File: src/design/imu_complementary_attitude_macros.svh
// Assertion macros for the IMU complementary attitude estimator.
// Included by the top level; needs nothing else.
`ifndef IMU_COMPLEMENTARY_ATTITUDE_MACROS_SVH
`define IMU_COMPLEMENTARY_ATTITUDE_MACROS_SVH
`ifndef ASSERT_OFF
`define IMUCA_ASSERT(lbl, clk, rst, prop, msg) \
   lbl: assert property (@(posedge clk) disable iff (rst) prop) else $error(msg);
`define IMUCA_ASSERT_NORST(lbl, clk, prop, msg) \
   lbl: assert property (@(posedge clk) prop) else $error(msg);
`else
`define IMUCA_ASSERT(lbl, clk, rst, prop, msg)
`define IMUCA_ASSERT_NORST(lbl, clk, prop, msg)
`endif
`endif

File: src/design/imuca_pkg.sv
// Shared types and constants for the IMU complementary attitude estimator.
// Used by the controller, the datapath and the top level; depends on nothing.
package imuca_pkg;

   localparam logic [31:0] CALIB_END_RST    = 32'd1000000;
   localparam logic [15:0] BIAS_WEIGHT_RST  = 16'd33554;
   localparam logic [15:0] STEP_TIME_RST    = 16'd33554;
   localparam logic [15:0] BLEND_WEIGHT_RST = 16'd655;
   localparam logic [15:0] INV_GRAVITY_RST  = 16'd6681;

   localparam int CSR_INDEX_W = 3;
   localparam int CSR_DATA_W  = 32;

   typedef enum logic [CSR_INDEX_W-1:0] {
      CSR_CALIB_END    = 3'd0,
      CSR_BIAS_WEIGHT  = 3'd1,
      CSR_STEP_TIME    = 3'd2,
      CSR_BLEND_WEIGHT = 3'd3,
      CSR_INV_GRAVITY  = 3'd4
   } csr_index_type;

   typedef struct packed {
      logic [31:0] calib_end_time;
      logic [15:0] bias_weight;
      logic [15:0] step_time;
      logic [15:0] blend_weight;
      logic [15:0] inv_gravity;
   } cfg_type;

   // Operand pair fed to the shared multiplier.
   typedef enum logic [3:0] {
      MUL_NONE,
      MUL_GX_BW,
      MUL_GY_BW,
      MUL_GZ_BW,
      MUL_AY_IG,
      MUL_AXN_IG,
      MUL_PROD_W,
      MUL_RX_DT,
      MUL_RY_DT,
      MUL_RZ_DT,
      MUL_PX_W1,
      MUL_PY_W1
   } mul_sel_type;

   // What the datapath does with the last product or the state this cycle.
   typedef enum logic [3:0] {
      WB_NONE,
      WB_BIAS_X,
      WB_BIAS_Y,
      WB_BIAS_Z,
      WB_RATES,
      WB_AW_Y,
      WB_AW_X,
      WB_PRED_X,
      WB_PRED_Y,
      WB_YAW,
      WB_ROLL,
      WB_PITCH
   } wb_sel_type;

   typedef struct packed {
      logic        load;
      mul_sel_type mul;
      wb_sel_type  wb;
   } dp_cmd_type;

   typedef struct packed {
      logic calib;
   } dp_status_type;

endpackage

File: src/design/imuca_ctrl.sv
// Sequencer for the IMU complementary attitude estimator.
// Issues at most one multiply and one write-back command per cycle, none while held by rsp_stall; uses imuca_pkg.
module imuca_ctrl
   import imuca_pkg::*;
(
   input  logic          clock,
   input  logic          reset,
   input  logic          req_valid,
   output logic          req_stall,
   output logic          rsp_valid,
   input  logic          rsp_stall,
   input  dp_status_type status,
   output dp_cmd_type    cmd
);

   typedef enum logic {
      ST_IDLE,
      ST_RUN
   } state_type;

   localparam int STEP_W = 4;
   localparam logic [STEP_W-1:0] STEP_OUT  = 4'd10;
   localparam logic [STEP_W-1:0] STEP_LAST = 4'd12;

   state_type         state_ff;
   logic [STEP_W-1:0] step_ff;
   logic              rsp_valid_ff;
   logic              hold;

   // A write back is issued at the step after the multiply that feeds it; the product waits in prod_ff.
   function automatic dp_cmd_type step_cmd(input logic [STEP_W-1:0] step, input logic calib);
      dp_cmd_type c;
      c = '{load: 1'b0, mul: MUL_NONE, wb: WB_NONE};
      unique case (step)
         4'd0:  c.mul = MUL_GX_BW;
         4'd1:  begin c.mul = MUL_GY_BW;  c.wb = calib ? WB_BIAS_X : WB_NONE; end
         4'd2:  begin c.mul = MUL_GZ_BW;  c.wb = calib ? WB_BIAS_Y : WB_NONE; end
         4'd3:  begin c.mul = MUL_AY_IG;  c.wb = calib ? WB_BIAS_Z : WB_NONE; end
         4'd4:  begin c.mul = MUL_PROD_W; c.wb = WB_RATES; end
         4'd5:  begin c.mul = MUL_AXN_IG; c.wb = WB_AW_Y; end
         4'd6:  c.mul = MUL_PROD_W;
         4'd7:  begin c.mul = MUL_RX_DT;  c.wb = WB_AW_X; end
         4'd8:  begin c.mul = MUL_RY_DT;  c.wb = WB_PRED_X; end
         4'd9:  begin c.mul = MUL_RZ_DT;  c.wb = WB_PRED_Y; end
         4'd10: begin c.mul = MUL_PX_W1;  c.wb = WB_YAW; end
         4'd11: begin c.mul = MUL_PY_W1;  c.wb = WB_ROLL; end
         4'd12: c.wb = WB_PITCH;
         default: c.wb = WB_NONE;
      endcase
      return c;
   endfunction

   // The result registers are first written at STEP_OUT, so the sequence
   // waits there while the previous item is still held by the receiver.
   assign hold = (step_ff == STEP_OUT) && rsp_valid_ff && rsp_stall;

   always_comb begin
      cmd = '{load: 1'b0, mul: MUL_NONE, wb: WB_NONE};
      if (state_ff == ST_IDLE) begin
         cmd.load = req_valid;
      end else if (!hold) begin
         cmd = step_cmd(step_ff, status.calib);
      end
   end

   always_ff @(posedge clock) begin
      if (reset) begin
         state_ff     <= ST_IDLE;
         step_ff      <= '0;
         rsp_valid_ff <= 1'b0;
      end else begin
         if (rsp_valid_ff && !rsp_stall) begin
            rsp_valid_ff <= 1'b0;
         end
         unique case (state_ff)
            ST_IDLE: begin
               if (req_valid) begin
                  state_ff <= ST_RUN;
                  step_ff  <= '0;
               end
            end
            ST_RUN: begin
               if (!hold) begin
                  if (step_ff == STEP_LAST) begin
                     state_ff     <= ST_IDLE;
                     rsp_valid_ff <= 1'b1;
                  end else begin
                     step_ff <= step_ff + 1'b1;
                  end
               end
            end
            default: state_ff <= ST_IDLE;
         endcase
      end
   end

   assign req_stall = (state_ff != ST_IDLE);
   assign rsp_valid = rsp_valid_ff;

endmodule

File: src/design/imuca_dp.sv
// Datapath of the IMU complementary attitude estimator: one shared
// 34x18 signed multiplier, bias and angle state, result registers. Uses imuca_pkg.
module imuca_dp
   import imuca_pkg::*;
(
   input  logic                clock,
   input  logic                reset,
   input  cfg_type             cfg,
   input  dp_cmd_type          cmd,
   output dp_status_type       status,
   input  logic [31:0]         req_sample_time,
   input  logic signed [15:0]  req_gyro_x,
   input  logic signed [15:0]  req_gyro_y,
   input  logic signed [15:0]  req_gyro_z,
   input  logic signed [15:0]  req_accel_x,
   input  logic signed [15:0]  req_accel_y,
   input  logic                req_pitch_reset,
   output logic signed [31:0]  rsp_roll_angle,
   output logic signed [31:0]  rsp_pitch_angle,
   output logic signed [31:0]  rsp_yaw_angle
);

   localparam int MUL_A_W = 34;
   localparam int MUL_B_W = 18;
   localparam int PROD_W  = 52;
   localparam int ACCW_W  = 49;
   localparam int SUM_W   = 54;

   localparam logic signed [PROD_W-1:0] HALF_Q10 = PROD_W'(1) << 9;
   localparam logic signed [PROD_W-1:0] HALF_Q21 = PROD_W'(1) << 20;
   localparam logic signed [SUM_W-1:0]  HALF_Q16 = SUM_W'(1) << 15;
   localparam logic signed [SUM_W-1:0]  SAT_MAX  = {{(SUM_W-31){1'b0}}, {31{1'b1}}};
   localparam logic signed [SUM_W-1:0]  SAT_MIN  = {{(SUM_W-31){1'b1}}, 31'b0};

   function automatic logic signed [31:0] sat32(input logic signed [SUM_W-1:0] v);
      logic signed [31:0] r;
      if (v > SAT_MAX) begin
         r = SAT_MAX[31:0];
      end else if (v < SAT_MIN) begin
         r = SAT_MIN[31:0];
      end else begin
         r = v[31:0];
      end
      return r;
   endfunction

   logic signed [15:0] gx_ff, gy_ff, gz_ff, ax_ff, ay_ff;
   logic               rst_ff;
   logic               calib_ff;

   logic signed [31:0] bias_x_ff, bias_y_ff, bias_z_ff;
   logic signed [31:0] roll_ff, pitch_ff, yaw_ff;
   logic signed [MUL_A_W-1:0] rate_x_ff, rate_y_ff, rate_z_ff;
   logic signed [MUL_A_W-1:0] pred_x_ff, pred_y_ff;
   logic signed [ACCW_W-1:0]  aw_x_ff, aw_y_ff;
   logic signed [PROD_W-1:0]  prod_ff;
   logic signed [31:0] rsp_roll_ff, rsp_pitch_ff, rsp_yaw_ff;

   logic signed [MUL_A_W-1:0] mul_a;
   logic signed [MUL_B_W-1:0] mul_b;
   logic signed [PROD_W-1:0]  prod_in;
   logic signed [MUL_B_W-1:0] bw_b, dt_b, ig_b, w_b, w1_b;

   logic signed [31:0]        bias_cur;
   logic signed [PROD_W-1:0]  bias_rnd, bias_shr;
   logic signed [31:0]        bias_in;
   logic signed [PROD_W-1:0]  term_rnd, term_shr;
   logic signed [31:0]        est_sel;
   logic signed [MUL_A_W-1:0] pred_in;
   logic signed [31:0]        yaw_in;
   logic signed [ACCW_W-1:0]  aw_sel;
   logic signed [SUM_W-1:0]   blend_sum, blend_rnd, blend_shr;
   logic signed [31:0]        blend_in;

   assign bw_b = {2'b00, cfg.bias_weight};
   assign dt_b = {2'b00, cfg.step_time};
   assign ig_b = {2'b00, cfg.inv_gravity};
   assign w_b  = {2'b00, cfg.blend_weight};
   // Weight on the prediction, 65536 - w, always in 1 .. 65536.
   assign w1_b = {1'b0, 17'h10000 - {1'b0, cfg.blend_weight}};

   always_comb begin
      mul_a = '0;
      mul_b = '0;
      case (cmd.mul)
         MUL_GX_BW:  begin mul_a = MUL_A_W'(gx_ff);  mul_b = bw_b; end
         MUL_GY_BW:  begin mul_a = MUL_A_W'(gy_ff);  mul_b = bw_b; end
         MUL_GZ_BW:  begin mul_a = MUL_A_W'(gz_ff);  mul_b = bw_b; end
         MUL_AY_IG:  begin mul_a = MUL_A_W'(ay_ff);  mul_b = ig_b; end
         MUL_AXN_IG: begin mul_a = -MUL_A_W'(ax_ff); mul_b = ig_b; end
         // Second factor of accel * (1/g) * w; the first product fits 34 bits.
         MUL_PROD_W: begin mul_a = prod_ff[MUL_A_W-1:0]; mul_b = w_b; end
         MUL_RX_DT:  begin mul_a = rate_x_ff; mul_b = dt_b; end
         MUL_RY_DT:  begin mul_a = rate_y_ff; mul_b = dt_b; end
         MUL_RZ_DT:  begin mul_a = rate_z_ff; mul_b = dt_b; end
         MUL_PX_W1:  begin mul_a = pred_x_ff; mul_b = w1_b; end
         MUL_PY_W1:  begin mul_a = pred_y_ff; mul_b = w1_b; end
         default:    begin mul_a = '0; mul_b = '0; end
      endcase
   end

   assign prod_in = mul_a * mul_b;

   // Bias update: round the Q34 increment to Q24 and add with saturation.
   always_comb begin
      case (cmd.wb)
         WB_BIAS_X: bias_cur = bias_x_ff;
         WB_BIAS_Y: bias_cur = bias_y_ff;
         default:   bias_cur = bias_z_ff;
      endcase
   end
   assign bias_rnd = prod_ff + HALF_Q10;
   assign bias_shr = bias_rnd >>> 10;
   assign bias_in  = sat32(SUM_W'(bias_cur) + SUM_W'(bias_shr));

   // Integration term: Q48 rounded to Q27.
   assign term_rnd = prod_ff + HALF_Q21;
   assign term_shr = term_rnd >>> 21;
   assign est_sel  = (cmd.wb == WB_PRED_X) ? roll_ff : pitch_ff;
   assign pred_in  = MUL_A_W'(est_sel) + MUL_A_W'(term_shr);
   assign yaw_in   = sat32(SUM_W'(yaw_ff) + SUM_W'(term_shr));

   // Blend: prediction part and accel part are both Q43 before one rounding.
   assign aw_sel    = (cmd.wb == WB_ROLL) ? aw_y_ff : aw_x_ff;
   assign blend_sum = SUM_W'(prod_ff) + (SUM_W'(aw_sel) <<< 2);
   assign blend_rnd = blend_sum + HALF_Q16;
   assign blend_shr = blend_rnd >>> 16;
   assign blend_in  = sat32(blend_shr);

   always_ff @(posedge clock) begin
      if (cmd.load) begin
         gx_ff    <= req_gyro_x;
         gy_ff    <= req_gyro_y;
         gz_ff    <= req_gyro_z;
         ax_ff    <= req_accel_x;
         ay_ff    <= req_accel_y;
         rst_ff   <= req_pitch_reset;
         calib_ff <= (req_sample_time < cfg.calib_end_time);
      end
      if (cmd.mul != MUL_NONE) begin
         prod_ff <= prod_in;
      end
      case (cmd.wb)
         WB_RATES: begin
            rate_x_ff <= {{4{gx_ff[15]}}, gx_ff, 14'b0} - {{2{bias_x_ff[31]}}, bias_x_ff};
            rate_y_ff <= {{4{gy_ff[15]}}, gy_ff, 14'b0} - {{2{bias_y_ff[31]}}, bias_y_ff};
            rate_z_ff <= {{4{gz_ff[15]}}, gz_ff, 14'b0} - {{2{bias_z_ff[31]}}, bias_z_ff};
         end
         WB_AW_Y:   aw_y_ff      <= prod_ff[ACCW_W-1:0];
         WB_AW_X:   aw_x_ff      <= prod_ff[ACCW_W-1:0];
         WB_PRED_X: pred_x_ff    <= pred_in;
         WB_PRED_Y: pred_y_ff    <= pred_in;
         WB_YAW:    rsp_yaw_ff   <= yaw_in;
         WB_ROLL:   rsp_roll_ff  <= blend_in;
         WB_PITCH:  rsp_pitch_ff <= blend_in;
         default: ;
      endcase
   end

   always_ff @(posedge clock) begin
      if (reset) begin
         bias_x_ff <= '0;
         bias_y_ff <= '0;
         bias_z_ff <= '0;
         roll_ff   <= '0;
         pitch_ff  <= '0;
         yaw_ff    <= '0;
      end else begin
         case (cmd.wb)
            WB_BIAS_X: bias_x_ff <= bias_in;
            WB_BIAS_Y: bias_y_ff <= bias_in;
            WB_BIAS_Z: bias_z_ff <= bias_in;
            WB_YAW:    yaw_ff    <= yaw_in;
            WB_ROLL:   roll_ff   <= blend_in;
            // The item's result keeps the new pitch; only the state is cleared.
            WB_PITCH:  pitch_ff  <= rst_ff ? 32'sd0 : blend_in;
            default: ;
         endcase
      end
   end

   assign status.calib    = calib_ff;
   assign rsp_roll_angle  = rsp_roll_ff;
   assign rsp_pitch_angle = rsp_pitch_ff;
   assign rsp_yaw_angle   = rsp_yaw_ff;

endmodule

File: src/design/imu_complementary_attitude.sv
// IMU complementary attitude estimator, top level: configuration registers,
// controller and datapath. Uses imuca_pkg, imuca_ctrl, imuca_dp and the macro header.
//
// An item on the req_ channel is one IMU sample; it is taken when req_valid is
// high and req_stall is low. Each item yields exactly one item on the rsp_
// channel with roll, pitch and yaw in signed Q4.27 radians.
// An item's results are written at the end of its sequence, and no new item is
// taken before that sequence is done. The pace is set by the single shared
// 34x18 multiplier, which computes the twelve products of an item one per cycle unless held by rsp_stall.
// A finished result waits in the output registers while rsp_stall is high; the
// next item runs meanwhile and pauses just before it would overwrite them.
// Synchronous reset clears the bias and angle estimates, drops rsp_valid and
// restores the configuration registers to their defaults. The user must write
// configuration through csr_we, csr_index and csr_wdata only while no item is in
// flight; the block does not enforce this. Unknown indexes are ignored.
`include "imu_complementary_attitude_macros.svh"

module imu_complementary_attitude
   import imuca_pkg::*;
(
   input  logic                   clock,
   input  logic                   reset,
   input  logic                   csr_we,
   input  logic [CSR_INDEX_W-1:0] csr_index,
   input  logic [CSR_DATA_W-1:0]  csr_wdata,
   input  logic                   req_valid,
   output logic                   req_stall,
   input  logic [31:0]            req_sample_time,
   input  logic signed [15:0]     req_gyro_x,
   input  logic signed [15:0]     req_gyro_y,
   input  logic signed [15:0]     req_gyro_z,
   input  logic signed [15:0]     req_accel_x,
   input  logic signed [15:0]     req_accel_y,
   input  logic                   req_pitch_reset,
   output logic                   rsp_valid,
   input  logic                   rsp_stall,
   output logic signed [31:0]     rsp_roll_angle,
   output logic signed [31:0]     rsp_pitch_angle,
   output logic signed [31:0]     rsp_yaw_angle
);

   cfg_type       cfg_ff;
   dp_cmd_type    dp_cmd;
   dp_status_type dp_status;

   always_ff @(posedge clock) begin
      if (reset) begin
         cfg_ff.calib_end_time <= CALIB_END_RST;
         cfg_ff.bias_weight    <= BIAS_WEIGHT_RST;
         cfg_ff.step_time      <= STEP_TIME_RST;
         cfg_ff.blend_weight   <= BLEND_WEIGHT_RST;
         cfg_ff.inv_gravity    <= INV_GRAVITY_RST;
      end else if (csr_we) begin
         unique case (csr_index)
            CSR_CALIB_END:    cfg_ff.calib_end_time <= csr_wdata;
            CSR_BIAS_WEIGHT:  cfg_ff.bias_weight    <= csr_wdata[15:0];
            CSR_STEP_TIME:    cfg_ff.step_time      <= csr_wdata[15:0];
            CSR_BLEND_WEIGHT: cfg_ff.blend_weight   <= csr_wdata[15:0];
            CSR_INV_GRAVITY:  cfg_ff.inv_gravity    <= csr_wdata[15:0];
            default: ;
         endcase
      end
   end

   imuca_ctrl u_ctrl (
      .clock     (clock),
      .reset     (reset),
      .req_valid (req_valid),
      .req_stall (req_stall),
      .rsp_valid (rsp_valid),
      .rsp_stall (rsp_stall),
      .status    (dp_status),
      .cmd       (dp_cmd)
   );

   imuca_dp u_dp (
      .clock           (clock),
      .reset           (reset),
      .cfg             (cfg_ff),
      .cmd             (dp_cmd),
      .status          (dp_status),
      .req_sample_time (req_sample_time),
      .req_gyro_x      (req_gyro_x),
      .req_gyro_y      (req_gyro_y),
      .req_gyro_z      (req_gyro_z),
      .req_accel_x     (req_accel_x),
      .req_accel_y     (req_accel_y),
      .req_pitch_reset (req_pitch_reset),
      .rsp_roll_angle  (rsp_roll_angle),
      .rsp_pitch_angle (rsp_pitch_angle),
      .rsp_yaw_angle   (rsp_yaw_angle)
   );

   `IMUCA_ASSERT_NORST(a_reset_drops_valid, clock, reset |=> !rsp_valid, "rsp_valid set after reset")
   `IMUCA_ASSERT(a_busy_after_accept, clock, reset, req_valid && !req_stall |=> req_stall, "second item taken while one is in flight")
   `IMUCA_ASSERT(a_pitch_then_valid, clock, reset, dp_cmd.wb == WB_PITCH |=> rsp_valid, "last write back not followed by a result")
   `IMUCA_ASSERT(a_bias_only_in_calib, clock, reset, dp_cmd.wb == WB_BIAS_X || dp_cmd.wb == WB_BIAS_Y || dp_cmd.wb == WB_BIAS_Z |-> dp_status.calib, "bias updated outside calibration")

endmodule
File: config.mk
export PLATFORM = sky130hd
export DESIGN_NAME = imu_complementary_attitude
export DESIGN_NICKNAME = d
export VERILOG_FILES = /design/src/design/imuca_pkg.sv /design/src/design/imuca_ctrl.sv /design/src/design/imuca_dp.sv /design/src/design/imu_complementary_attitude.sv
export VERILOG_INCLUDE_DIRS = /design/src /design/src/design
export SDC_FILE = /design/constraint.sdc
export NUM_CORES = 2
export LEC_CHECK = 0
export BUFFER_PORTS_ARGS = -buffer_cell sky130_fd_sc_hd__clkbuf_2
export CAP_MARGIN = 20
export CORE_MARGIN = 3
export CORE_UTILIZATION = 57
export CTS_CLUSTER_DIAMETER = 120
export DETAILED_ROUTE_END_ITERATION = 8
export GPL_TIMING_DRIVEN = 0
export PLACE_DENSITY_LB_ADDON = 0.12
export SETUP_SLACK_MARGIN = 0.4
export SYNTH_ARGS = -nofsm -noshare
export SYNTH_HDL_FRONTEND = slang
export SYNTH_HIERARCHICAL = 1
export SYNTH_SLANG_ARGS = --single-unit
File: constraint.sdc
create_clock -name clock -period 16.1 [get_ports clock]
set_clock_uncertainty 0.15 [all_clocks]
set_input_delay 3.22 -clock clock [delete_from_list [all_inputs] [get_ports clock]]
set_output_delay 3.22 -clock clock [all_outputs]
set_load 0.02 [all_outputs]
==> results.py <==
metrics = {
    "sta": {
        "slew_headroom": 0.148,
        "setup-violations-final": 0,
        "min_period_ns": 14.99,
        "tightest_slew_ns": 1.27,
        "max_freq_ghz": 0.0667,
        "finalHoldViolCount": 0,
        "fin_crit_sh": 0.931,
        "finalMaxSlewViolations": 0,
        "setup_tns_ns": 0,
        "worst_slack_ns": 1.11,
        "holdWs_ns": 0.320,
        "rsz0062_at_grt": "false",
    },
    "finish": {
        "instances_no_fill": 8921,
        "final_cell_area_um2": 71500,
        "utilization": 0.634,
        "area_growth_pct": 10.2,
        "layout_commonest_cell": "nand2_1",
        "drive_above_1_share": 0.0729,
        "final_cell_mix": "961 x nand2_1, 844 x inv_1, 554 x fa_1, 503 x nor2_1, 493 x edfxtp_1",
        "nNetsFinal": 8479,
    },
    "cts": {
        "cts-resized-gates": 0,
        "clk_pin_slew_ns": 0.06,
        "post-cts-setup-buffers": 0,
        "cts.path.max_buffers": 3,
        "numCtsBuffers": 87,
        "clock-sinks": 787,
        "htree_levels": 3,
        "insertion_delay_ns": 0.68,
        "root_buffer": "clkbuf_16",
        "cts_hold_buf": 0,
        "cts_tree": "done",
    },
    "pwr": {
        "pwr-share-seq": 0.390,
        "power_frac_clock": 0.337,
        "swShare": 0.350,
        "switchingPower_mw": 2.13,
        "power_density_nw_per_um2": 85.0,
        "power_leakage_nw": 31.3,
        "p_comb_frac": 0.273,
        "finalPower_mw": 6.08,
        "intPower_mw": 3.95,
        "ir_drop_uv": 86.5,
    },
    "critical_path": {
        "regToRegStartpoint": "u_ctrl/step_ff[0]",
        "r2r.worst_path.cells": 38,
        "crit_path_end_kind": "register",
        "cp.required_ns": 16.36,
        "cp_max_fo": 10,
        "ff2ff_setup_slack_ns": 2.87,
        "crit_path_top_delay_cell": "clkbuf_1",
        "cp_common_cell": "fa_1",
        "crit_type": "in2reg",
        "worstSetupStartpointType": "primary input",
        "critPathBufInv": 8,
        "crit_family": "compound AO/OA/AOI/OAI gates",
        "worstPathArrival_ns": 15.26,
        "cpPeakStageDelay_ns": 0.87,
        "r2r_end": "u_dp/prod_ff[50]",
    },
    "drt": {
        "drc": 0,
        "ant_nets": 0,
        "vias_per_cell": 6.14,
        "wirelength_mm": 229,
        "dr.pass1.iters": 8,
        "drtIter0Drc": 6196,
        "detail_route.wl_per_cell_um": 25.6,
        "via_count": 54800,
    },
    "status": {
        "status": "finished clean",
    },
    "place": {
        "dpl_cell_area_um2": 68600,
        "place_ws_ns": 0.412,
        "dp_cells": 8755,
        "port_buffers": 250,
        "post-dp-hpwl_mm": 184,
        "gp_congestion": 1.03,
    },
    "die": {
        "initial_core_util": 0.575,
        "ios": 251,
        "die_w_um": 343,
        "die_area_um2": 118000,
        "rows": 123,
        "coreArea_um2": 113000,
        "chipHeight_um": 343,
    },
    "hold_path": {
        "hold_path.class": "reg2reg",
        "hold_path_startpoint": "u_dp/yaw_ff[28]",
        "holdPathEnd": "u_dp/yaw_ff[28]",
        "hold_depth": 2,
    },
    "synth": {
        "ys_seq_area_frac": 0.319,
        "ys_seq_elements": 787,
        "syn-cell-area_um2": 64900,
        "synth-compound-area-share": 0.133,
        "synthXorXnorAreaFrac": 0.0463,
        "synth_simple_gate_area_frac": 0.160,
        "synth_nets": 8099,
        "synthArstFlopShare": 0,
        "synth_top_family_by_area": "adder cells",
        "muxShareOfSynthArea": 0.0172,
        "synthCells": 6968,
        "yosysWarnings": 6,
        "synth_edf_count": 493,
        "synthFlopType": "edfxtp_1",
        "synth_adder_area_share": 0.255,
        "avgSynthCellArea_um2": 9.31,
        "ys_types": 103,
    },
    "global_route": {
        "met2_usage": 0.588,
        "overflow": 0,
        "grt_max_degree": 53,
        "antenna_found_initial": 4,
        "grt_pass1_vias": 52900,
        "grt_usage": 0.386,
        "grt_pass1_wl_mm": 336,
        "use_met3": 0.0911,
        "globalRouteMet1Util": 0.507,
        "top_usage_layer": "met2",
    },
    "job": {
        "drv_cap": 0,
    },
}
cells in the mapped netlist, drive strengths merged, types with 16 or more instances:
library cell | count | share of area
nand2 | 962 | 0.056
inv | 845 | 0.049
fa | 554 | 0.17
nor2 | 505 | 0.029
edfxtp | 493 | 0.23
ha | 424 | 0.082
a21oi | 296 | 0.023
dfxtp | 294 | 0.091
o21ai | 293 | 0.023
clkbuf | 262 | 0.015
xnor2 | 240 | 0.033
a22oi | 184 | 0.021
nand2b | 142 | 0.014
a21o | 136 | 0.016
nand3 | 115 | 0.0090
nor2b | 107 | 0.010
mux2i | 105 | 0.016
xor2 | 102 | 0.014
nor3 | 95 | 0.0073
nand4 | 82 | 0.0079
a31oi | 65 | 0.0065
and2 | 62 | 0.0060
buf | 59 | 0.0052
and3 | 58 | 0.0056
o21a | 39 | 0.0045
o21bai | 36 | 0.0042
a211oi | 33 | 0.0038
a221oi | 30 | 0.0040
or3 | 23 | 0.0022
nor4 | 22 | 0.0024
a22o | 20 | 0.0027
a21boi | 19 | 0.0022
o31ai | 19 | 0.0022
or2 | 16 | 0.0015
state kept, by name (all words and copies together) (netlist names), 33 cells and up:
name	flops
cfg_ff	96
u_dp/prod_ff	52
u_dp/aw_x_ff	49
u_dp/aw_y_ff	49
u_dp/pred_x_ff	33
u_dp/pred_y_ff	33
u_dp/rate_x_ff	33
u_dp/rate_y_ff	33
u_dp/rate_z_ff	33
power by group through the flow:
stage | Sequential, mW | Clock [mW] | Combinational (mW)
6_report | 2.37 | 2.05 | 1.66
3_5_place_dp | 2.41 | 0 | 1.60
4_1_cts | 2.36 | 2.07 | 1.62
2_1_floorplan | 2.33 | 0 | 1.04
3_3_place_gp | 2.41 | 0 | 1.58
5_1_grt | 2.36 | 2.15 | 1.79
tightest hold or removal path: cells and delay by family, from the launching register on:
family | cells | cell delay [ns]
and+or+nand+nor | 1 | 0.05
DFF | 1 | 0.33
AOI/OAI and AO/OA | 1 | 0.06
how the worst max path moves through the flow:
stage                    from          endpoint  slack [ns]  cells after the start
floorplan           rsp_stall  u_dp/prod_ff[44]        3.90                     33
global placement    rsp_stall  u_dp/prod_ff[50]        0.23                     34
detailed placement  rsp_stall  u_dp/prod_ff[50]        0.41                     34
CTS                 rsp_stall  u_dp/prod_ff[50]        1.11                     34
global route        rsp_stall  u_dp/prod_ff[50]        0.72                     35
finish              rsp_stall  u_dp/prod_ff[50]        1.11                     35
area by class of cell:
class / instances / area [um2]
Clock inverter: 50 / 529
Multi-Input combinational cell: 5015 / 39800
Clock buffer: 111 / 2380
Inverter: 845 / 3170
Buffer: 321 / 1320
Tap cell: 1500 / 1880
Antenna cell: 1 / 2.50
Fill cell: 9672 / 41300
Sequential cell: 787 / 20700
Timing Repair Buffer: 291 / 1730
routing by layer:
layer,vias up,share of wire
met1,26700,0.39
met4,2,0.070
met5,-,0.000057
li1,24400,-
met2,3066,0.43
met3,644,0.11
logic make-up (layout without fill, tap and decap cells):
group | count (synthesis) | after routing
other | 0 | 1
XOR/XNOR | 342 | 342
buffers and inverters | 1166 | 1618
multiplexers | 111 | 111
flip-flops | 787 | 787
AND/OR/NAND/NOR | 2257 | 2257
AO/OA/AOI/OAI | 1312 | 1312
adder cells (fa/ha/maj) | 993 | 993
(Power assumes the default switching activity.)
